**config.mk**
```make
export PLATFORM = sky130hd
export DESIGN_NAME = base64_stream_encoder_unit_flat
export DESIGN_NICKNAME = d
export VERILOG_FILES = /design/src/hw/rtl/b64e_pkg.sv /design/src/hw/rtl/b64e_in_if.sv /design/src/hw/rtl/b64e_out_if.sv /design/src/hw/rtl/b64e_front.sv /design/src/hw/rtl/b64e_queue.sv /design/src/hw/rtl/b64e_back.sv /design/src/hw/rtl/base64_stream_encoder_unit.sv /design/src/flat_wrapper.sv
export SDC_FILE = /design/constraint.sdc
export NUM_CORES = 1
export LEC_CHECK = 0
export BUFFER_PORTS_ARGS = -buffer_cell sky130_fd_sc_hd__buf_2
export CAP_MARGIN = 20
export CORE_MARGIN = 1.5
export CORE_UTILIZATION = 55
export DETAILED_ROUTE_END_ITERATION = 10
export PLACE_DENSITY_LB_ADDON = 0.3
export SLEW_MARGIN = 10
export SYNTH_ARGS = -nofsm -noshare
export SYNTH_HDL_FRONTEND = slang
export SYNTH_SLANG_ARGS = --single-unit
```
**constraint.sdc**
```tcl
create_clock -name clk_i -period 5.55 [get_ports clk_i]
set_input_delay 0.2775 -clock clk_i [delete_from_list [all_inputs] [get_ports clk_i]]
set_output_delay 0.2775 -clock clk_i [all_outputs]
set_load 0.03 [all_outputs]
```
**src/hw/rtl/b64e_pkg.sv**
```systemverilog
// Shared types, constants and the character table of the base64 stream encoder.
package b64e_pkg;

  // Width of the per-message character counter.
  localparam int unsigned CountBits = 16;
  // Width used for the capacity compare, wide enough for counter, capacity and carries.
  localparam int unsigned FitBits = ((CountBits > 16) ? CountBits : 16) + 2;
  localparam int unsigned CapBits = 16;
  localparam int unsigned CharBits = 8;
  localparam int unsigned TotalBits = 16;

  // Group queue between the front and the back.
  localparam int unsigned QueueDepth = 2;
  localparam int unsigned QueuePtrBits = (QueueDepth > 1) ? $clog2(QueueDepth) : 1;
  localparam int unsigned QueueCntBits = $clog2(QueueDepth + 1);

  localparam logic [CapBits-1:0] CapResetValue = 16'hFFFF;
  localparam logic [CharBits-1:0] PadChar = 8'h3D;
  localparam logic [CharBits-1:0] OverflowChar = 8'h00;
  localparam logic [1:0] LowTwoMask = 2'h3;
  localparam logic [3:0] LowFourMask = 4'hF;
  localparam logic [5:0] SextetMask = 6'h3F;

  // Number of bytes in a group.
  localparam logic [1:0] OneByte = 2'd1;
  localparam logic [1:0] TwoBytes = 2'd2;
  localparam logic [1:0] ThreeBytes = 2'd3;

  // Character slots within a group.
  localparam logic [1:0] SlotFirst = 2'd0;
  localparam logic [1:0] SlotSecond = 2'd1;
  localparam logic [1:0] SlotThird = 2'd2;
  localparam logic [1:0] SlotFourth = 2'd3;

  localparam logic [7:0] Alphabet [64] = '{
    "A", "B", "C", "D", "E", "F", "G", "H", "I", "J", "K", "L", "M", "N", "O", "P",
    "Q", "R", "S", "T", "U", "V", "W", "X", "Y", "Z", "a", "b", "c", "d", "e", "f",
    "g", "h", "i", "j", "k", "l", "m", "n", "o", "p", "q", "r", "s", "t", "u", "v",
    "w", "x", "y", "z", "0", "1", "2", "3", "4", "5", "6", "7", "8", "9", "+", "/"
  };

  // One complete group, or an overflow marker, handed from the front to the back.
  typedef struct packed {
    logic [7:0]           b0;
    logic [7:0]           b1;
    logic [7:0]           b2;
    logic [1:0]           nbytes;
    logic                 last;
    logic                 ovf;
    logic [CountBits-1:0] base;
  } job_t;

  function automatic logic [CharBits-1:0] b64_char(input logic [5:0] sextet);
    return Alphabet[sextet];
  endfunction

endpackage

```
**src/hw/rtl/b64e_in_if.sv**
```systemverilog
// Byte input channel of the base64 stream encoder.
interface b64e_in_if;
  logic       valid;
  logic       ready;
  logic [7:0] data_byte;
  logic       last_byte;

  modport source (output valid, output data_byte, output last_byte, input ready);
  modport sink (input valid, input data_byte, input last_byte, output ready);
endinterface

```
**src/hw/rtl/b64e_out_if.sv**
```systemverilog
// Character output channel of the base64 stream encoder.
interface b64e_out_if;
  logic        valid;
  logic        ready;
  logic [7:0]  out_char;
  logic        end_of_message;
  logic        status;
  logic [15:0] char_total;

  modport source (output valid, output out_char, output end_of_message, output status,
                  output char_total, input ready);
  modport sink (input valid, input out_char, input end_of_message, input status,
                input char_total, output ready);
endinterface

```
**src/hw/rtl/b64e_front.sv**
```systemverilog
// Front end: gathers bytes into groups, checks capacity and queues groups.
module b64e_front (
  input  logic                      clk_i,
  input  logic                      rst_ni,
  input  logic                      cfg_we_i,
  input  logic [15:0]               cfg_wdata_i,
  b64e_in_if.sink                   in_i,
  input  logic                      q_full_i,
  output logic                      push_o,
  output b64e_pkg::job_t            job_o
);

  logic [b64e_pkg::CapBits-1:0]   cap_q;
  logic [7:0]                     held0_q, held0_d;
  logic [7:0]                     held1_q, held1_d;
  logic [1:0]                     phase_q, phase_d;
  logic [b64e_pkg::CountBits-1:0] count_q, count_d;
  logic                           drop_q, drop_d;

  logic                           accept;
  logic                           close;
  logic [b64e_pkg::FitBits-1:0]   need;
  logic [b64e_pkg::CountBits:0]   next4;
  logic                           ovf;

  assign in_i.ready = !q_full_i;
  assign accept = in_i.valid && in_i.ready;

  // Outside drop mode, a group closes on the third byte or on the last byte of the message.
  assign close = !drop_q && (in_i.last_byte || (phase_q == b64e_pkg::TwoBytes));

  assign need = b64e_pkg::FitBits'(count_q) + b64e_pkg::FitBits'(4)
              + b64e_pkg::FitBits'(in_i.last_byte);
  assign next4 = (b64e_pkg::CountBits + 1)'(count_q) + (b64e_pkg::CountBits + 1)'(4);
  assign ovf = (need > b64e_pkg::FitBits'(cap_q)) || next4[b64e_pkg::CountBits];

  always_comb begin
    job_o.base   = count_q;
    job_o.last   = in_i.last_byte;
    job_o.ovf    = ovf;
    job_o.nbytes = phase_q + 2'd1;
    case (phase_q)
      2'd0: begin
        job_o.b0 = in_i.data_byte;
        job_o.b1 = '0;
        job_o.b2 = '0;
      end
      2'd1: begin
        job_o.b0 = held0_q;
        job_o.b1 = in_i.data_byte;
        job_o.b2 = '0;
      end
      default: begin
        job_o.b0 = held0_q;
        job_o.b1 = held1_q;
        job_o.b2 = in_i.data_byte;
      end
    endcase
  end

  assign push_o = accept && close;

  always_comb begin
    held0_d = held0_q;
    held1_d = held1_q;
    phase_d = phase_q;
    count_d = count_q;
    drop_d  = drop_q;
    if (accept) begin
      if (drop_q) begin
        if (in_i.last_byte) begin
          drop_d  = 1'b0;
          held0_d = '0;
          held1_d = '0;
          phase_d = '0;
          count_d = '0;
        end
      end else if (!close) begin
        if (phase_q == 2'd0) begin
          held0_d = in_i.data_byte;
          phase_d = b64e_pkg::OneByte;
        end else begin
          held1_d = in_i.data_byte;
          phase_d = b64e_pkg::TwoBytes;
        end
      end else begin
        held0_d = '0;
        held1_d = '0;
        phase_d = '0;
        if (ovf || in_i.last_byte) begin
          count_d = '0;
        end else begin
          count_d = next4[b64e_pkg::CountBits-1:0];
        end
        if (ovf && !in_i.last_byte) begin
          drop_d = 1'b1;
        end
      end
    end
  end

  always_ff @(posedge clk_i or negedge rst_ni) begin
    if (!rst_ni) begin
      cap_q   <= b64e_pkg::CapResetValue;
      held0_q <= '0;
      held1_q <= '0;
      phase_q <= '0;
      count_q <= '0;
      drop_q  <= 1'b0;
    end else begin
      if (cfg_we_i) begin
        cap_q <= cfg_wdata_i;
      end
      held0_q <= held0_d;
      held1_q <= held1_d;
      phase_q <= phase_d;
      count_q <= count_d;
      drop_q  <= drop_d;
    end
  end

`ifndef SYNTHESIS
  // A closed group never carries more bytes than a full group.
  a_phase_range: assert property (@(posedge clk_i) disable iff (!rst_ni)
    phase_q != 2'd3) else $error("group phase out of range");
`endif

endmodule

```
**src/hw/rtl/b64e_queue.sv**
```systemverilog
// Short queue of closed groups between the front and the back.
module b64e_queue (
  input  logic           clk_i,
  input  logic           rst_ni,
  input  logic           push_i,
  input  b64e_pkg::job_t push_data_i,
  output logic           full_o,
  input  logic           pop_i,
  output logic           valid_o,
  output b64e_pkg::job_t pop_data_o
);

  b64e_pkg::job_t                    mem_q [b64e_pkg::QueueDepth];
  logic [b64e_pkg::QueuePtrBits-1:0] wptr_q, rptr_q;
  logic [b64e_pkg::QueueCntBits-1:0] cnt_q;
  logic                              do_push, do_pop;

  assign full_o  = (cnt_q == b64e_pkg::QueueCntBits'(b64e_pkg::QueueDepth));
  assign valid_o = (cnt_q != '0);
  assign do_push = push_i && !full_o;
  assign do_pop  = pop_i && valid_o;
  assign pop_data_o = mem_q[rptr_q];

  function automatic logic [b64e_pkg::QueuePtrBits-1:0] ptr_next(
    input logic [b64e_pkg::QueuePtrBits-1:0] p);
    if (p == b64e_pkg::QueuePtrBits'(b64e_pkg::QueueDepth - 1)) begin
      return '0;
    end
    return p + 1'b1;
  endfunction

  always_ff @(posedge clk_i) begin
    if (do_push) begin
      mem_q[wptr_q] <= push_data_i;
    end
  end

  always_ff @(posedge clk_i or negedge rst_ni) begin
    if (!rst_ni) begin
      wptr_q <= '0;
      rptr_q <= '0;
      cnt_q  <= '0;
    end else begin
      if (do_push) begin
        wptr_q <= ptr_next(wptr_q);
      end
      if (do_pop) begin
        rptr_q <= ptr_next(rptr_q);
      end
      if (do_push && !do_pop) begin
        cnt_q <= cnt_q + 1'b1;
      end else if (do_pop && !do_push) begin
        cnt_q <= cnt_q - 1'b1;
      end
    end
  end

`ifndef SYNTHESIS
  a_no_lost_push: assert property (@(posedge clk_i) disable iff (!rst_ni)
    push_i |-> !full_o) else $error("group pushed into a full queue");
  a_cnt_bound: assert property (@(posedge clk_i) disable iff (!rst_ni)
    cnt_q <= b64e_pkg::QueueCntBits'(b64e_pkg::QueueDepth))
    else $error("queue fill count beyond depth");
`endif

endmodule

```
**src/hw/rtl/b64e_back.sv**
```systemverilog
// Back end: turns queued groups into character transactions, one per cycle while out_o is not stalled.
module b64e_back (
  input  logic           clk_i,
  input  logic           rst_ni,
  input  logic           q_valid_i,
  input  b64e_pkg::job_t q_data_i,
  output logic           pop_o,
  b64e_out_if.source     out_o
);

  b64e_pkg::job_t job_q;
  logic           busy_q;
  logic [1:0]     slot_q;

  logic                           ovalid_q;
  logic [7:0]                     ochar_q;
  logic                           oeom_q;
  logic                           ostatus_q;
  logic [15:0]                    ototal_q;

  logic                           can_load;
  logic                           emit;
  logic                           finish;
  logic [5:0]                     sextet;
  logic [7:0]                     chr;
  logic [b64e_pkg::CountBits-1:0] total;

  assign can_load = !ovalid_q || out_o.ready;
  assign emit     = busy_q && can_load;
  assign finish   = emit && (job_q.ovf || (slot_q == b64e_pkg::SlotFourth));
  assign pop_o    = q_valid_i && (!busy_q || finish);

  always_comb begin
    case (slot_q)
      b64e_pkg::SlotFirst:  sextet = job_q.b0[7:2];
      b64e_pkg::SlotSecond: sextet = {job_q.b0[1:0] & b64e_pkg::LowTwoMask, job_q.b1[7:4]};
      b64e_pkg::SlotThird:  sextet = {job_q.b1[3:0] & b64e_pkg::LowFourMask, job_q.b2[7:6]};
      default:              sextet = job_q.b2[5:0] & b64e_pkg::SextetMask;
    endcase
  end

  // The third slot pads a one-byte group, the fourth slot pads any short group.
  always_comb begin
    chr = b64e_pkg::b64_char(sextet);
    if (job_q.ovf) begin
      chr = b64e_pkg::OverflowChar;
    end else if ((slot_q == b64e_pkg::SlotThird) && (job_q.nbytes == b64e_pkg::OneByte)) begin
      chr = b64e_pkg::PadChar;
    end else if ((slot_q == b64e_pkg::SlotFourth) && (job_q.nbytes != b64e_pkg::ThreeBytes))
    begin
      chr = b64e_pkg::PadChar;
    end
  end

  assign total = job_q.ovf ? job_q.base
               : job_q.base + b64e_pkg::CountBits'(slot_q) + b64e_pkg::CountBits'(1);

  always_ff @(posedge clk_i) begin
    if (pop_o) begin
      job_q <= q_data_i;
    end
    if (emit) begin
      ochar_q   <= chr;
      oeom_q    <= job_q.ovf || (job_q.last && (slot_q == b64e_pkg::SlotFourth));
      ostatus_q <= job_q.ovf;
      ototal_q  <= b64e_pkg::TotalBits'(total);
    end
  end

  always_ff @(posedge clk_i or negedge rst_ni) begin
    if (!rst_ni) begin
      busy_q   <= 1'b0;
      slot_q   <= '0;
      ovalid_q <= 1'b0;
    end else begin
      if (pop_o) begin
        busy_q <= 1'b1;
        slot_q <= '0;
      end else if (finish) begin
        busy_q <= 1'b0;
      end else if (emit) begin
        slot_q <= slot_q + 2'd1;
      end
      if (emit) begin
        ovalid_q <= 1'b1;
      end else if (out_o.ready) begin
        ovalid_q <= 1'b0;
      end
    end
  end

  assign out_o.valid          = ovalid_q;
  assign out_o.out_char       = ochar_q;
  assign out_o.end_of_message = oeom_q;
  assign out_o.status         = ostatus_q;
  assign out_o.char_total     = ototal_q;

`ifndef SYNTHESIS
  // An overflow transaction always closes its message.
  a_ovf_closes: assert property (@(posedge clk_i) disable iff (!rst_ni)
    (ovalid_q && ostatus_q) |-> oeom_q) else $error("overflow without end of message");
  // Only an idle back end or one finishing its group may take a new group.
  a_pop_when_free: assert property (@(posedge clk_i) disable iff (!rst_ni)
    pop_o |-> (!busy_q || finish)) else $error("group taken while busy");
`endif

endmodule

```
**src/hw/rtl/base64_stream_encoder_unit.sv**
```systemverilog
// Top level of the base64 stream encoder.
//
// in_i carries one message byte per transaction, with last_byte set on the final
// byte. out_o carries one character per transaction: base64 characters, '=' pad,
// or a single overflow transaction (status set, end_of_message set). char_total
// counts the characters of the current message, the shown one included but for overflow.
// The user must write the capacity register through cfg_we_i / cfg_wdata_i only while idle;
// the block does not enforce it. A closing byte passes the group queue, the back end's group
// register and the output register to out_o; its characters follow one per cycle unless stalled.
// The back end emits one character per cycle while out_o is not stalled, which limits
// sustained input for full groups to three bytes per four characters; bytes that do not close a group
// are accepted back to back while the group queue has room.
// A two-entry group queue separates byte intake from character output, so intake
// continues while out_o is stalled until that queue fills, then in_i.ready drops.
// Reset clears the pending bytes, the counter, drop mode and the queue and sets
// the capacity to 65535; no transaction is pending on out_o after reset.
module base64_stream_encoder_unit (
  input  logic        clk_i,
  input  logic        rst_ni,
  input  logic        cfg_we_i,
  input  logic [15:0] cfg_wdata_i,
  b64e_in_if.sink     in_i,
  b64e_out_if.source  out_o
);

  logic           push;
  logic           q_full;
  logic           q_valid;
  logic           pop;
  b64e_pkg::job_t push_job;
  b64e_pkg::job_t pop_job;

  b64e_front u_front (
    .clk_i       (clk_i),
    .rst_ni      (rst_ni),
    .cfg_we_i    (cfg_we_i),
    .cfg_wdata_i (cfg_wdata_i),
    .in_i        (in_i),
    .q_full_i    (q_full),
    .push_o      (push),
    .job_o       (push_job)
  );

  b64e_queue u_queue (
    .clk_i       (clk_i),
    .rst_ni      (rst_ni),
    .push_i      (push),
    .push_data_i (push_job),
    .full_o      (q_full),
    .pop_i       (pop),
    .valid_o     (q_valid),
    .pop_data_o  (pop_job)
  );

  b64e_back u_back (
    .clk_i     (clk_i),
    .rst_ni    (rst_ni),
    .q_valid_i (q_valid),
    .q_data_i  (pop_job),
    .pop_o     (pop),
    .out_o     (out_o)
  );

endmodule

```
**src/flat_wrapper.sv**
```systemverilog
// flat-port wrapper written by rule: the top's interface ports become plain ports
module base64_stream_encoder_unit_flat 
  (clk_i, rst_ni, cfg_we_i, cfg_wdata_i, in_i_valid, in_i_data_byte, in_i_last_byte, in_i_ready, out_o_valid, out_o_out_char, out_o_end_of_message, out_o_status, out_o_char_total, out_o_ready);
  b64e_in_if in_i_i ();
  b64e_out_if out_o_i ();
  input  logic clk_i;
  input  logic rst_ni;
  input  logic cfg_we_i;
  input  logic [15:0] cfg_wdata_i;
  input wire logic [$bits(in_i_i.valid)-1:0] in_i_valid;
  input wire logic [$bits(in_i_i.data_byte)-1:0] in_i_data_byte;
  input wire logic [$bits(in_i_i.last_byte)-1:0] in_i_last_byte;
  output wire logic [$bits(in_i_i.ready)-1:0] in_i_ready;
  output wire logic [$bits(out_o_i.valid)-1:0] out_o_valid;
  output wire logic [$bits(out_o_i.out_char)-1:0] out_o_out_char;
  output wire logic [$bits(out_o_i.end_of_message)-1:0] out_o_end_of_message;
  output wire logic [$bits(out_o_i.status)-1:0] out_o_status;
  output wire logic [$bits(out_o_i.char_total)-1:0] out_o_char_total;
  input wire logic [$bits(out_o_i.ready)-1:0] out_o_ready;
  assign in_i_i.valid = in_i_valid;
  assign in_i_i.data_byte = in_i_data_byte;
  assign in_i_i.last_byte = in_i_last_byte;
  assign in_i_ready = in_i_i.ready;
  assign out_o_valid = out_o_i.valid;
  assign out_o_out_char = out_o_i.out_char;
  assign out_o_end_of_message = out_o_i.end_of_message;
  assign out_o_status = out_o_i.status;
  assign out_o_char_total = out_o_i.char_total;
  assign out_o_i.ready = out_o_ready;
  base64_stream_encoder_unit u_core (.clk_i(clk_i), .rst_ni(rst_ni), .cfg_we_i(cfg_we_i), .cfg_wdata_i(cfg_wdata_i), .in_i(in_i_i), .out_o(out_o_i));
endmodule
```
==> flow_metrics.env <==
export IMPL_gp_congestion=0.8672
export IMPL_fin_skew_ns=0.01460
export IMPL_detail_route_antenna_nets=0
export IMPL_cp_arrival_ns=3.85
export IMPL_min_path_type="in2reg"
export IMPL_grt_ovfl_total=0
export IMPL_die_area_mm2=0.01757
export IMPL_ys_seq_area_share_pct=64.80
export IMPL_clock_latency_ns=0.50
export IMPL_antenna_cells=0
export IMPL_vias_per_cell=5.581
export IMPL_die_h_um=132.5
export IMPL_ys_seq_elements=208
export IMPL_power_leakage_nw=4.082
export IMPL_critical_path_slowest_cell="dfrtp_1"
export IMPL_root_buffer="clkbuf_16"
export IMPL_path_buf_inv=0
export IMPL_max_freq_mhz=292.6
export IMPL_powerDensity_mw_per_mm2=555.5
export IMPL_drt_wl_total_um=16060
export IMPL_hpwl_um=10610
export IMPL_cp_slowest_stage_delay_ns=0.48
export IMPL_ir_drop_uv=278.4
export IMPL_avgSynthCellArea_um2=14.03
export IMPL_maxCapViolCount=0
export IMPL_yosysTopAreaCell="edfxtp_1"
export IMPL_synth_edff_count=151
export IMPL_start_util_pct=56.05
export IMPL_drive_gt1_share_pct=24.23
export IMPL_path_max_fanout=10
export IMPL_tightest_slew_ns=0.9679
export IMPL_finalCritPeriodShare_pct=61.58
export IMPL_initialDrtViolationCount=386
export IMPL_rsz0062_at_grt="no"
export IMPL_holdCritStartpoint="cfg_wdata_i[10]"
export IMPL_clk_pin_slew_worst_paths_ns=0.06
export IMPL_criticalPathCategory="reg2reg"
export IMPL_setup_viol=0
export IMPL_synth_top_area_share_pct=49.13
export IMPL_ys_warn_count=0
export IMPL_synthTopCellsByArea="edfxtp_1 (49%), dfrtp_1 (11%), mux2_2 (5.2%), dfstp_2 (4.6%), ha_1 (4.2%)"
export IMPL_grt_pass1_vias=5272
export IMPL_io_buffers=56
export IMPL_die_x_um=132.5
export IMPL_nets=792
export IMPL_core_area_mm2=0.01647
export IMPL_r2r_start="u_core.u_front.count_q[2]$_DFFE_PN0P_"
export IMPL_rrSetupSlack_ns=2.13
export IMPL_antenna_found_initial=0
export IMPL_grt_first_pass_wirelength_um=26210
export IMPL_wire_per_inst_um=16.60
export IMPL_relSlewSlack_pct=35.47
export IMPL_synth_ff_type="edfxtp_1"
export IMPL_areaGrowthSynthToFinish_pct=15.13
export IMPL_cts_buffers=22
export IMPL_synth_most_common_cell="edfxtp_1"
export IMPL_required_ns=5.98
export IMPL_cts_tree="built"
export IMPL_drcViolationCount=0
export IMPL_synth_common_cells="edfxtp_1 (151), nand2_1 (48), mux2_2 (43), dfrtp_1 (41), a22o_1 (40)"
export IMPL_slew_viol_final=0
export IMPL_rr_endpoint="u_core.u_front.count_q[15]$_DFFE_PN0P_"
export IMPL_cts_resized=0
export IMPL_vias=5397
export IMPL_grt_max_degree=58
export IMPL_htree_levels=1
export IMPL_cp_end_kind="register"
export IMPL_status="completed"
export IMPL_cts_sinks=208
export IMPL_hold_depth=3
export IMPL_period_needed_ns=3.418
export IMPL_path_cells="ha_1, nand3_2, nor2_4, and3_1, and3_1, xor2_1, ha_1, and4_1, nand3_2, a2111oi_4, a31oi_4, a21oi_4, a221o_1"
export IMPL_async_flop_share_pct=27.40
export IMPL_drt_pre_antenna_iters=5
export IMPL_cp_top_family="simple AND/OR/NAND/NOR gates"
export IMPL_r2r_cells=13
export IMPL_hold_path_end="u_core.u_front.cap_q[10]$_DFFE_PN1P_"
export IMPL_pin_count=58
export IMPL_fp_row_count=47
export IMPL_syn_inst=658
export IMPL_post_place_cells=916
export IMPL_track_usage_pct=18.43
export IMPL_setup_tns_ns=0
export IMPL_cts_max_path_buffers=3
export IMPL_fin_cells=967
export IMPL_worst_setup_path_start_kind="register"
export IMPL_utilization_pct=64.53
export IMPL_synth_area_mm2=0.009229
export IMPL_hold_viol_final=0
export IMPL_synth_distinct_cells=69
## final cells by class
| class | count | area, um2 |
|---|---|---|
| well taps | 220 | 275.3 |
| multi-input cells | 397 | 3058 |
| flip-flops and latches | 208 | 5981 |
| repair buffers | 72 | 432.9 |
| inverters | 30 | 112.6 |
| fillers | 1222 | 5841 |
| clock inverters | 15 | 182.7 |
| clock buffers | 25 | 583.1 |
## cells in the final DEF, fill, tap and decap left out, drive strengths merged, types with 4 or more instances in the layout
master       count
xnor2           22
clkbuf          25
clkinvlp         4
a222oi           4
nand3           17
nor2b            8
ha              31
nand2b           7
and3             8
dfstp           16
and2            11
nand2           48
xor2            10
a21o             5
dlygate4sd3     10
mux2            43
o21ai           32
a22o            40
bufinv           4
o21a             4
a21oi           22
inv             31
nand4            8
buf             62
dfrtp           41
and4             5
edfxtp         151
clkinv           6
nor2            25
nor3             6
## kinds of logic (layout without fill, tap and decap cells)
logic type               Yosys count  after routing  share of synthesized area [%]
flip-flops                       208            208                          64.80
AND/OR/NAND/NOR                  152            152                          8.934
AO/OA/AOI/OAI                    135            135                          11.23
buffers and inverters             54            142                          2.291
multiplexers                      45             45                          5.464
XOR/XNOR                          32             32                          3.037
adder cells (fa/ha/maj)           31             31                          4.203
other                              1              2                        0.04063
## per-stage QoR
stage          hold WS [ns]  power (W)  worst slack [ns]  cell area [um2]
2_1_floorplan      -0.01809   0.003934           0.06119             9233
3_3_place_gp         0.4556   0.004295             2.320             9744
3_5_place_dp         0.4727   0.004380             2.155             9744
4_1_cts           0.0009681   0.005928             2.152            10610
5_1_grt            0.009847   0.006216             1.881            10630
6_report            0.01331   0.005902             2.132            10630
## how the worst max path moves through the flow
stage / start / slack, ns / end / cells after the start
after floorplan: u_core.u_queue.cnt_q[0]$_DFFE_PN0P_ / 0.06 / u_core.u_queue.mem_q[0][10]$_DFFE_PP_ / 3
after global placement: u_core.u_front.count_q[2]$_DFFE_PN0P_ / 2.32 / u_core.u_front.count_q[15]$_DFFE_PN0P_ / 13
after detailed placement: u_core.u_front.count_q[2]$_DFFE_PN0P_ / 2.16 / u_core.u_front.count_q[15]$_DFFE_PN0P_ / 13
after CTS: u_core.u_front.count_q[2]$_DFFE_PN0P_ / 2.15 / u_core.u_front.count_q[15]$_DFFE_PN0P_ / 13
after global routing: u_core.u_front.count_q[2]$_DFFE_PN0P_ / 1.88 / u_core.u_front.count_q[15]$_DFFE_PN0P_ / 13
final: u_core.u_front.count_q[2]$_DFFE_PN0P_ / 2.13 / u_core.u_front.count_q[15]$_DFFE_PN0P_ / 13
## worst register-to-register path: stages (launching register included)
cell and delay, ns:
dfrtp_1 0.48, ha_1 0.26, nand3_2 0.13, nor2_4 0.26, and3_1 0.22, and3_1 0.18, xor2_1 0.09, ha_1 0.30
and4_1 0.21, nand3_2 0.14, a2111oi_4 0.43, a31oi_4 0.10, a21oi_4 0.33, a221o_1 0.23
## metal layers
metal | global-route usage (%) | part of all wire [%]
met1 | 25.95 | 47
met2 | 29.96 | 47
met5 | 0 | 0
met3 | 3.257 | 4.7
met4 | 5.006 | 1.6
## sequential cells by signal (all words and copies together), names as in the netlist
name                                count
u_core.u_back.busy_q                    1
u_core.u_back.job_q                    42
u_core.u_back.out_o.char_total         16
u_core.u_back.out_o.end_of_message      1
u_core.u_back.out_o.out_char            7
u_core.u_back.out_o.status              1
u_core.u_back.out_o.valid               1
u_core.u_back.slot_q                    2
u_core.u_front.cap_q                   16
u_core.u_front.count_q                 14
u_core.u_front.drop_q                   1
u_core.u_front.held0_q                  8
u_core.u_front.held1_q                  8
u_core.u_front.phase_q                  2
u_core.u_queue.cnt_q                    2
u_core.u_queue.mem_q                   84
u_core.u_queue.rptr_q                   1
u_core.u_queue.wptr_q                   1
## timing repair
action	in CTS	in global routing
hold buffers	10	0
endpoints found under the hold margin	50	0
buffers inserted	0	0
## where the power goes
part           internal, W  switching [W]
clock network     0.000943       0.000580
logic             0.000713        0.00116
registers          0.00231       0.000193
total              0.00397        0.00194
Note: power is estimated with default switching activity, not from simulation.
